`config.mk`:
```
export PLATFORM = sky130hd
export DESIGN_NAME = per_destination_message_coalescer
export DESIGN_NICKNAME = d
export VERILOG_FILES = /design/src/hdl/pdmc_pkg.sv /design/src/hdl/pdmc_controller.sv /design/src/hdl/pdmc_datapath.sv /design/src/hdl/per_destination_message_coalescer.sv
export VERILOG_INCLUDE_DIRS = /design/src /design/src/hdl
export SDC_FILE = /design/constraint.sdc
export NUM_CORES = 1
export LEC_CHECK = 0
export ABC_AREA = 1
export BUFFER_PORTS_ARGS = -buffer_cell sky130_fd_sc_hd__buf_2
export CORE_UTILIZATION = 38
export CTS_CLUSTER_DIAMETER = 120
export DETAILED_ROUTE_END_ITERATION = 16
export PLACE_DENSITY_LB_ADDON = 0.12
export RECOVER_POWER = 25
export REMOVE_ABC_BUFFERS = 1
export SKIP_LAST_GASP = 1
export SLEW_MARGIN = 20
export SYNTH_ARGS = -nofsm -noshare
export SYNTH_HDL_FRONTEND = slang
export SYNTH_SLANG_ARGS = --single-unit
```
`constraint.sdc`:
```
create_clock -name clock -period 8.8 [get_ports clock]
set_input_delay 1.76 -clock clock [delete_from_list [all_inputs] [get_ports clock]]
set_output_delay 1.76 -clock clock [all_outputs]
set_load 0.02 [all_outputs]
```
`src/hdl/per_destination_message_coalescer_macros.svh`:
```
// Assertion macros for the per-destination message coalescer.
// Included by the modules that carry concurrent checks; no other dependencies.
`ifndef PER_DESTINATION_MESSAGE_COALESCER_MACROS_SVH
`define PER_DESTINATION_MESSAGE_COALESCER_MACROS_SVH

`ifndef SYNTH

// same-cycle implication
`define PDMC_ASSERT_IMP(label, clk, rst, ante, cons, msg) \
   label: assert property (@(posedge clk) disable iff (rst) (ante) |-> (cons)) \
      else $error(msg);

// next-cycle implication
`define PDMC_ASSERT_NEXT(label, clk, rst, ante, cons, msg) \
   label: assert property (@(posedge clk) disable iff (rst) (ante) |=> (cons)) \
      else $error(msg);

`else

`define PDMC_ASSERT_IMP(label, clk, rst, ante, cons, msg)

`define PDMC_ASSERT_NEXT(label, clk, rst, ante, cons, msg)

`endif

`endif

```
`src/hdl/pdmc_pkg.sv`:
```
// Shared types and constants of the per-destination message coalescer.
// Used by the controller, the datapath and the top level; no dependencies.
package pdmc_pkg;

   localparam int DEST_W  = 4;
   localparam int SIZE_W  = 24;
   localparam int COUNT_W = 10;
   localparam int TOTAL_W = 25;
   localparam int ACT_W   = 2;
   localparam int CSR_IDX_W = 2;
   localparam int CSR_DATA_W = 24;

   // request operations
   localparam logic OP_INSERT    = 1'b0;
   localparam logic OP_FLUSH_ALL = 1'b1;

   // result actions
   localparam logic [ACT_W-1:0] ACT_DIRECT   = 2'd0;
   localparam logic [ACT_W-1:0] ACT_SINGLE   = 2'd1;
   localparam logic [ACT_W-1:0] ACT_COMBINED = 2'd2;

   // register indexes
   localparam logic [CSR_IDX_W-1:0] CSR_MAX_MESSAGES      = 2'd0;
   localparam logic [CSR_IDX_W-1:0] CSR_DIRECT_SIZE_LIMIT = 2'd1;
   localparam logic [CSR_IDX_W-1:0] CSR_MAX_BYTES         = 2'd2;

   // register reset values
   localparam logic [COUNT_W-1:0] MAX_MESSAGES_RST      = 10'd16;
   localparam logic [SIZE_W-1:0]  DIRECT_SIZE_LIMIT_RST = 24'd4096;
   localparam logic [SIZE_W-1:0]  MAX_BYTES_RST         = 24'd65536;

   typedef struct packed {
      logic              operation;
      logic [DEST_W-1:0] dest;
      logic [SIZE_W-1:0] message_size;
   } req_payload_type;

   typedef struct packed {
      logic [ACT_W-1:0]   action;
      logic [DEST_W-1:0]  target;
      logic [COUNT_W-1:0] send_count;
      logic [TOTAL_W-1:0] byte_total;
      logic               last;
   } rsp_payload_type;

   typedef enum logic [1:0] {
      ST_IDLE,
      ST_INSERT,
      ST_WALK
   } state_type;

   // controller to datapath
   typedef struct packed {
      logic capture;      // take the request and read its first entry
      logic ins_commit;   // write back the insert's entry update
      logic walk_step;    // clear the current walk entry and read the next one
      logic out_load;     // load the output register
      logic out_sel_walk; // output comes from the walk, not the insert
   } cmd_type;

   // datapath to controller
   typedef struct packed {
      logic op_flush_all;
      logic ins_result;
      logic entry_occupied;
      logic walk_end;
      logic out_free;
   } status_type;

endpackage

```
`src/hdl/pdmc_controller.sv`:
```
// Sequencing state machine of the message coalescer.
// Depends on pdmc_pkg and the assertion macro header.
`include "per_destination_message_coalescer_macros.svh"

module pdmc_controller
   import pdmc_pkg::*;
(
   input  logic       clock,
   input  logic       reset,
   input  logic       req_valid,
   output logic       req_stall,
   input  status_type status,
   output cmd_type    cmd
);

   state_type state_ff;
   state_type state_in;
   logic      req_take;

   assign req_take = req_valid && (state_ff == ST_IDLE);

   always_ff @(posedge clock) begin
      if (reset) begin
         state_ff <= ST_IDLE;
      end else begin
         state_ff <= state_in;
      end
   end

   always_comb begin
      state_in = state_ff;
      unique case (state_ff)
         ST_IDLE: begin
            if (req_take) begin
               state_in = ST_INSERT;
            end
         end
         ST_INSERT: begin
            // a flush-all item goes on to the walk
            if (status.op_flush_all) begin
               state_in = ST_WALK;
            end else if (!status.ins_result || status.out_free) begin
               state_in = ST_IDLE;
            end
         end
         ST_WALK: begin
            if ((!status.entry_occupied || status.out_free) && status.walk_end) begin
               state_in = ST_IDLE;
            end
         end
         default: state_in = ST_IDLE;
      endcase
   end

   always_comb begin
      cmd       = '0;
      req_stall = 1'b1;
      unique case (state_ff)
         ST_IDLE: begin
            req_stall   = 1'b0;
            cmd.capture = req_take;
         end
         ST_INSERT: begin
            if (!status.op_flush_all) begin
               if (!status.ins_result) begin
                  cmd.ins_commit = 1'b1;
               end else if (status.out_free) begin
                  cmd.ins_commit = 1'b1;
                  cmd.out_load   = 1'b1;
               end
            end
         end
         ST_WALK: begin
            cmd.out_sel_walk = 1'b1;
            if (!status.entry_occupied) begin
               cmd.walk_step = 1'b1;
            end else if (status.out_free) begin
               cmd.walk_step = 1'b1;
               cmd.out_load  = 1'b1;
            end
         end
         default: begin
            req_stall = 1'b1;
         end
      endcase
   end

   `PDMC_ASSERT_NEXT(a_capture_leaves_idle, clock, reset, cmd.capture, state_ff != ST_IDLE, "capture did not leave idle")
   `PDMC_ASSERT_NEXT(a_walk_end_to_idle, clock, reset, (state_ff == ST_WALK) && cmd.walk_step && status.walk_end, state_ff == ST_IDLE, "walk did not finish at its last entry")
   `PDMC_ASSERT_IMP(a_load_needs_room, clock, reset, cmd.out_load, status.out_free, "output loaded without room")

endmodule

```
`src/hdl/pdmc_datapath.sv`:
```
// Datapath of the message coalescer: request registers, per-destination
// pending table, configuration registers and the output register.
// Depends on pdmc_pkg and the assertion macro header.
`include "per_destination_message_coalescer_macros.svh"

module pdmc_datapath
   import pdmc_pkg::*;
#(
   parameter int NUM_DEST = 16
) (
   input  logic                  clock,
   input  logic                  reset,
   input  req_payload_type       req_data,
   input  logic                  csr_valid,
   output logic                  csr_ready,
   input  logic [CSR_IDX_W-1:0]  csr_index,
   input  logic [CSR_DATA_W-1:0] csr_wdata,
   output logic                  rsp_valid,
   input  logic                  rsp_stall,
   output rsp_payload_type       rsp_data,
   input  cmd_type               cmd,
   output status_type            status
);

   localparam int IW = (NUM_DEST > 1) ? $clog2(NUM_DEST) : 1;

   // configuration
   logic [COUNT_W-1:0] max_messages_ff;
   logic [SIZE_W-1:0]  direct_size_limit_ff;
   logic [SIZE_W-1:0]  max_bytes_ff;

   // request held for the duration of the item
   logic              op_ff;
   logic [DEST_W-1:0] dest_ff;
   logic [SIZE_W-1:0] size_ff;
   logic              in_range_ff;
   logic [IW-1:0]     ptr_ff;

   // pending table; an entry whose occupancy bit is clear reads as empty
   logic [COUNT_W-1:0] cnt_mem   [NUM_DEST];
   logic [SIZE_W-1:0]  bytes_mem [NUM_DEST];
   logic [NUM_DEST-1:0] occ_ff;

   logic [COUNT_W-1:0] rd_cnt_ff;
   logic [SIZE_W-1:0]  rd_bytes_ff;
   logic               rd_valid_ff;

   logic            out_valid_ff;
   rsp_payload_type out_data_ff;

   logic               req_in_range;
   logic [IW-1:0]      req_addr;
   logic [IW-1:0]      next_ptr;
   logic [IW-1:0]      rd_addr;
   logic               rd_en;
   logic               walk_end;
   logic [COUNT_W-1:0] rd_cnt;
   logic [SIZE_W-1:0]  rd_bytes;
   logic [COUNT_W-1:0] cnt_new;
   logic [TOTAL_W-1:0] bytes_new;
   logic               ins_direct;
   logic               ins_flush;
   logic               ins_store;
   logic [NUM_DEST-1:0] occ_above;
   rsp_payload_type    ins_rsp;
   rsp_payload_type    walk_rsp;

   assign csr_ready = 1'b1;

   always_ff @(posedge clock) begin
      if (reset) begin
         max_messages_ff      <= MAX_MESSAGES_RST;
         direct_size_limit_ff <= DIRECT_SIZE_LIMIT_RST;
         max_bytes_ff         <= MAX_BYTES_RST;
      end else if (csr_valid) begin
         unique case (csr_index)
            CSR_MAX_MESSAGES:      max_messages_ff      <= csr_wdata[COUNT_W-1:0];
            CSR_DIRECT_SIZE_LIMIT: direct_size_limit_ff <= csr_wdata;
            CSR_MAX_BYTES:         max_bytes_ff         <= csr_wdata;
            default: begin
            end
         endcase
      end
   end

   assign req_in_range = int'(req_data.dest) < NUM_DEST;
   assign req_addr     = req_in_range ? IW'(req_data.dest) : '0;
   assign walk_end     = ptr_ff == IW'(NUM_DEST - 1);
   assign next_ptr     = walk_end ? '0 : ptr_ff + 1'b1;

   // flush-all starts its walk at entry 0
   assign rd_addr = cmd.capture ? ((req_data.operation == OP_FLUSH_ALL) ? '0 : req_addr)
                                : next_ptr;
   assign rd_en   = cmd.capture || cmd.walk_step;

   always_ff @(posedge clock) begin
      if (cmd.capture) begin
         op_ff       <= req_data.operation;
         dest_ff     <= req_data.dest;
         size_ff     <= req_data.message_size;
         in_range_ff <= req_in_range;
         ptr_ff      <= rd_addr;
      end else if (cmd.walk_step) begin
         ptr_ff <= next_ptr;
      end
   end

   // registered table read
   always_ff @(posedge clock) begin
      if (rd_en) begin
         rd_cnt_ff   <= cnt_mem[rd_addr];
         rd_bytes_ff <= bytes_mem[rd_addr];
      end
   end

   always_ff @(posedge clock) begin
      if (reset) begin
         rd_valid_ff <= 1'b0;
      end else if (rd_en) begin
         rd_valid_ff <= occ_ff[rd_addr];
      end
   end

   assign rd_cnt   = rd_valid_ff ? rd_cnt_ff : '0;
   assign rd_bytes = rd_valid_ff ? rd_bytes_ff : '0;

   assign cnt_new    = rd_cnt + 1'b1;
   assign bytes_new  = {1'b0, rd_bytes} + {1'b0, size_ff};
   assign ins_direct = size_ff > direct_size_limit_ff;
   assign ins_flush  = (cnt_new >= max_messages_ff) || (bytes_new >= {1'b0, max_bytes_ff});
   assign ins_store  = in_range_ff && !ins_direct;

   always_ff @(posedge clock) begin
      if (cmd.ins_commit && ins_store && !ins_flush) begin
         cnt_mem[ptr_ff]   <= cnt_new;
         bytes_mem[ptr_ff] <= bytes_new[SIZE_W-1:0];
      end
   end

   always_ff @(posedge clock) begin
      if (reset) begin
         occ_ff <= '0;
      end else if (cmd.ins_commit && ins_store) begin
         occ_ff[ptr_ff] <= !ins_flush;
      end else if (cmd.walk_step) begin
         occ_ff[ptr_ff] <= 1'b0;
      end
   end

   // entries past the walk position that still hold messages
   always_comb begin
      for (int i = 0; i < NUM_DEST; i++) begin
         occ_above[i] = occ_ff[i] && (IW'(i) > ptr_ff);
      end
   end

   always_comb begin
      ins_rsp.target = dest_ff;
      ins_rsp.last   = 1'b1;
      if (ins_direct) begin
         ins_rsp.action     = ACT_DIRECT;
         ins_rsp.send_count = COUNT_W'(1);
         ins_rsp.byte_total = {1'b0, size_ff};
      end else begin
         ins_rsp.action     = (cnt_new == COUNT_W'(1)) ? ACT_SINGLE : ACT_COMBINED;
         ins_rsp.send_count = cnt_new;
         ins_rsp.byte_total = bytes_new;
      end
   end

   always_comb begin
      walk_rsp.action     = (rd_cnt == COUNT_W'(1)) ? ACT_SINGLE : ACT_COMBINED;
      walk_rsp.target     = DEST_W'(ptr_ff);
      walk_rsp.send_count = rd_cnt;
      walk_rsp.byte_total = {1'b0, rd_bytes};
      walk_rsp.last       = ~|occ_above;
   end

   always_ff @(posedge clock) begin
      if (reset) begin
         out_valid_ff <= 1'b0;
      end else if (cmd.out_load) begin
         out_valid_ff <= 1'b1;
      end else if (!rsp_stall) begin
         out_valid_ff <= 1'b0;
      end
   end

   always_ff @(posedge clock) begin
      if (cmd.out_load) begin
         out_data_ff <= cmd.out_sel_walk ? walk_rsp : ins_rsp;
      end
   end

   assign rsp_valid = out_valid_ff;
   assign rsp_data  = out_data_ff;

   assign status.op_flush_all   = op_ff == OP_FLUSH_ALL;
   assign status.ins_result     = in_range_ff && (ins_direct || ins_flush);
   assign status.entry_occupied = rd_valid_ff;
   assign status.walk_end       = walk_end;
   assign status.out_free       = !out_valid_ff || !rsp_stall;

   `PDMC_ASSERT_IMP(a_no_overwrite, clock, reset, cmd.out_load, !out_valid_ff || !rsp_stall, "pending transfer overwritten")
   `PDMC_ASSERT_IMP(a_count_nonzero, clock, reset, out_valid_ff, out_data_ff.send_count != '0, "result with zero messages")
   `PDMC_ASSERT_IMP(a_occupied_nonempty, clock, reset, rd_valid_ff, rd_cnt_ff != '0, "occupied entry read with zero count")

endmodule

```
`src/hdl/per_destination_message_coalescer.sv`:
```
// Insert: accepted in idle; a direct or flush result is loaded into the output register once it is free,
// and the next item is taken after that. Flush-all: walks every destination one per cycle, waiting at a
// non-empty one for output room, one result per non-empty destination; the next item follows the walk.
// Output register lets a new item start while a result waits for transfer.
// Synchronous reset empties all destinations at once (per-entry occupancy flags)
// and restores max_messages 16, direct_size_limit 4096, max_bytes 65536.
module per_destination_message_coalescer
   import pdmc_pkg::*;
#(
   parameter int NUM_DEST = 16
) (
   input  logic                  clock,
   input  logic                  reset,
   input  logic                  req_valid,
   output logic                  req_stall,
   input  req_payload_type       req_data,
   output logic                  rsp_valid,
   input  logic                  rsp_stall,
   output rsp_payload_type       rsp_data,
   input  logic                  csr_valid,
   output logic                  csr_ready,
   input  logic [CSR_IDX_W-1:0]  csr_index,
   input  logic [CSR_DATA_W-1:0] csr_wdata
);

   cmd_type    cmd;
   status_type status;

   pdmc_controller u_controller (
      .clock     (clock),
      .reset     (reset),
      .req_valid (req_valid),
      .req_stall (req_stall),
      .status    (status),
      .cmd       (cmd)
   );

   pdmc_datapath #(
      .NUM_DEST (NUM_DEST)
   ) u_datapath (
      .clock     (clock),
      .reset     (reset),
      .req_data  (req_data),
      .csr_valid (csr_valid),
      .csr_ready (csr_ready),
      .csr_index (csr_index),
      .csr_wdata (csr_wdata),
      .rsp_valid (rsp_valid),
      .rsp_stall (rsp_stall),
      .rsp_data  (rsp_data),
      .cmd       (cmd),
      .status    (status)
   );

endmodule

```
==> run metrics <==
Clock Path Buffers 3; FF-to-FF setup slack approximately 1.2 ns; drt first pass iters 5; antenna-violating nets left 0; count leader, synth edfxtp_1; Sw Ratio 32.5%; Setup Skew 0.0226 ns; Mapped Area about 33000 sq um; wire per inst 23.8 um; Final period util 86.8%; Reg power frac a little over two fifths; WL final 98200 um; CTS buffer count 82; Pwr Density roughly 270 nW/um^2; Critical Path AT 7.73 ns; grt total ovfl 0; total track usage about 23%; Post-synth EDFFs between 600 and 700; HP Start u_datapath.direct_size_limit_ff[2]$_SDFFE_PP0P_; # resized after CTS 0; Distinct cells, synth 56; status finished, violations left; critical path capture point type register; R2R cell count 21; Place WS approximately 1.5 ns; diodes inserted 0; Vias/cell 5.40; Slew Viols, Final between 150 and 200; Internal 6.75 mW; Die Span Y about 300 um; CP max stage delay about 1.4 ns; stages on the worst setup path 21; Skew-Pair Late Insertion Delay 0.64 ns; Ys Warns 0; first-pass GRT wire length between 100000 and 150000 um; Crit Reg-Reg Startpoint u_datapath.rd_valid_ff$_SDFFE_PP0P_; critical path class reg -> reg; failing checks capacitance limit, slew limit; reg2reg end u_datapath.bytes_mem[12][3]$_DFFE_PP_; Clk pwr share 33.1%; hold buffer count at CTS 0; area leader, netlist edfxtp_1; #FFs+latches synth roughly 730; Max Clock Freq between 0.1 and 0.15 GHz; WHS Endpoint u_datapath.direct_size_limit_ff[2]$_SDFFE_PP0P_; synth top area cells edfxtp_1 (60%), nor2_1 (5.0%), dfxtp_1 (4.8%); mean post-synth cell area between 10 and 15 sq um; Most common cell on crit path nand2_1; TNS Setup 0 ns; Die ar. around 87000 sq um; Net Switching 3.25 mW; PortBufs 103; Final Hold Fails 0; Post-route DRC 0; DP HPWL around 62000 um; Commonest cells post-synth edfxtp_1 (653), nor2_1 (436), o21ai_0 (287); cell depth of the worst min-delay path 2; P&R area growth vs syn 12.8%; number of cell rows roughly 110; CTS Root Cell clkbuf_16; Slew Limit Headroom -110%; crit path launch type register; Worst path top cell family by delay simple AND/OR/NAND/NOR gates; num ports about 110; CTS tree yes; Combinational Power Share between 20% and 30%; core area 84200 sq um; share of post-route cells with drive strength above 1 10.4%; placer congestion estimate ~0.84; number of global-route vias before repair approximately 21000; Min-Delay Path Class reg -> reg; postcts setup bufs 0; Tmin final around 7.6 ns; Leakage around 13 nW; Setup WS post-layout ~1.2 ns; Iteration-0 DRC Markers around 1800; WP data required roughly 9 ns; Initial Util between 30 and 40%; sequential share of the synthesized area approximately two thirds; via total after detailed routing roughly 22000; Die W roughly 290 um; top_reg_cell synth edfxtp_1; H-tree Lvls 3; Yosys top cell area share roughly three fifths; antenna violations before repair 6; share of flip-flops with an asynchronous set or reset 0%; clk slew on worst S/H paths 0.06 ns; CTS sink cnt 731; Slew @ Worst Pin 3.14 ns; largest net degree at the start of global routing between 100 and 150; # setup viols final 0; max-cap check violation count 5; NumNets Final between 3000 and 4000; synthesized instance count between 2000 and 3000; crit path cell chain nand2_1, inv_1, ha_1, fa_1, nand3_1, nand3_1, xor2_1, ha_1, nand2_1, nor2_1, nand3b_1, nand3_1, nand2_1, nand2_1, nand2_1, nand2_1, nand2_1, nand3_1, clkinv_1, nand3_1, clkinv_2; Worst path slowest cell xor2_1; unrepaired setup endpoints after global routing no; Max IR drop VDD 158 uV; WP buf/inv 3; worst-path maximum fanout 34
==> power groups by stage <==
stage	registers, mW	logic, mW	clock network (mW)
after floorplan	4.32	1.54	0
after global placement	4.35	2.38	0
after detailed placement	4.35	2.42	0
after CTS	4.28	2.43	3.39
after global routing	4.29	2.65	3.53
final	4.28	2.40	3.31
==> sequential cells by signal, indices dropped and copies added (netlist names), 16 cells and up <==
register / cells
u_datapath.max_bytes_ff: 24
u_datapath.rd_bytes_ff: 24
u_datapath.rsp_data: 42
u_datapath.size_ff: 24
u_datapath.direct_size_limit_ff: 24
u_datapath.bytes_mem: 384
u_datapath.cnt_mem: 160
u_datapath.occ_ff: 16
==> kinds of logic after synthesis <==
kind of cell	after synthesis	share of synthesized area [%]
and+or+nand+nor	866	11.3
DFF	731	65.1
AOI/OAI and AO/OA	657	12.0
buffers and inverters	409	5.17
adders and majority gates	93	3.60
muxes	68	2.09
xor gates and xnor gates	24	0.647
other	1	0.0115
==> layout by cell type, fill, tap and decap left out, types with 16 or more instances in the layout <==
cell type and count:
a21oi_1 103, buf_2 54, buf_4 30, clkbuf_1 81, clkbuf_16 84, clkinv_1 16, dfxtp_1 77, edfxtp_1 653
ha_1 92, inv_1 218, inv_2 28, mux2i_1 68, nand2_1 262, nand2_2 20, nand3_1 79, nor2_1 435
nor2_2 21, o211ai_1 33, o21ai_0 287, o21ai_1 38, o221ai_1 36, o22ai_1 71, o32ai_1 60
==> metrics by stage <==
step                total power, mW  hold WS (ns)  utilization [%]  area [sq um]  std cells
floorplan                      5.86         0.435                -         31800       2697
global placement               6.73         0.446             40.6         34200       3976
detailed placement             6.77         0.453             40.6         34200       3976
CTS                            10.1         0.462             43.6         36800       4126
global route                   10.5         0.479             43.5         36700       4126
finish                         10.0         0.459             43.5         36700       4126
==> worst max path at each step <==
stage                     slack [ns]                                start                               endpoint
after global routing            0.54  u_datapath.rd_valid_ff$_SDFFE_PP0P_    u_datapath.cnt_mem[12][2]$_DFFE_PP_
after CTS                       1.47  u_datapath.rd_valid_ff$_SDFFE_PP0P_    u_datapath.cnt_mem[12][8]$_DFFE_PP_
after global placement          1.71  u_datapath.rd_valid_ff$_SDFFE_PP0P_  u_datapath.bytes_mem[12][3]$_DFFE_PP_
after floorplan                 0.21                            req_valid    u_datapath.rd_bytes_ff[0]$_DFFE_PP_
final                           1.16  u_datapath.rd_valid_ff$_SDFFE_PP0P_  u_datapath.bytes_mem[12][3]$_DFFE_PP_
after detailed placement        1.51  u_datapath.rd_valid_ff$_SDFFE_PP0P_  u_datapath.bytes_mem[12][5]$_DFFE_PP_
==> final cells by class <==
cell class / instances / area, sq um
clock buffers: 116 / 2320
inverters: 257 / 971
multi-input cells: 1709 / 9740
repair buffers: 145 / 757
flip-flops and latches: 731 / 21200
clock inverters: 34 / 277
well taps: 1134 / 1420
fillers: 7894 / 47600
==> worst reg2reg max path, cell delays in order (launching register included) <==
cell      delay (ns)
dfxtp_2         0.75
nand2_1         0.17
inv_1           0.09
ha_1            0.19
fa_1            0.22
nand3_1         0.08
nand3_1         0.14
xor2_1          1.38
ha_1            0.30
nand2_1         0.07
nor2_1          0.67
nand3b_1        0.14
nand3_1         0.22
nand2_1         0.09
nand2_1         0.12
nand2_1         0.07
nand2_1         0.06
nand2_1         0.11
nand3_1         0.56
clkinv_1        0.64
nand3_1         0.28
clkinv_2        0.71
==> metal layers <==
layer	routed length (um)	track usage, %	up-vias
met2	45000	35.6	709
met5	13	0	-
met3	6280	3.78	123
met4	2530	7.33	2
li1	-	-	10360
met1	44400	31.7	11084
Note: power is estimated with default switching activity, not from simulation.
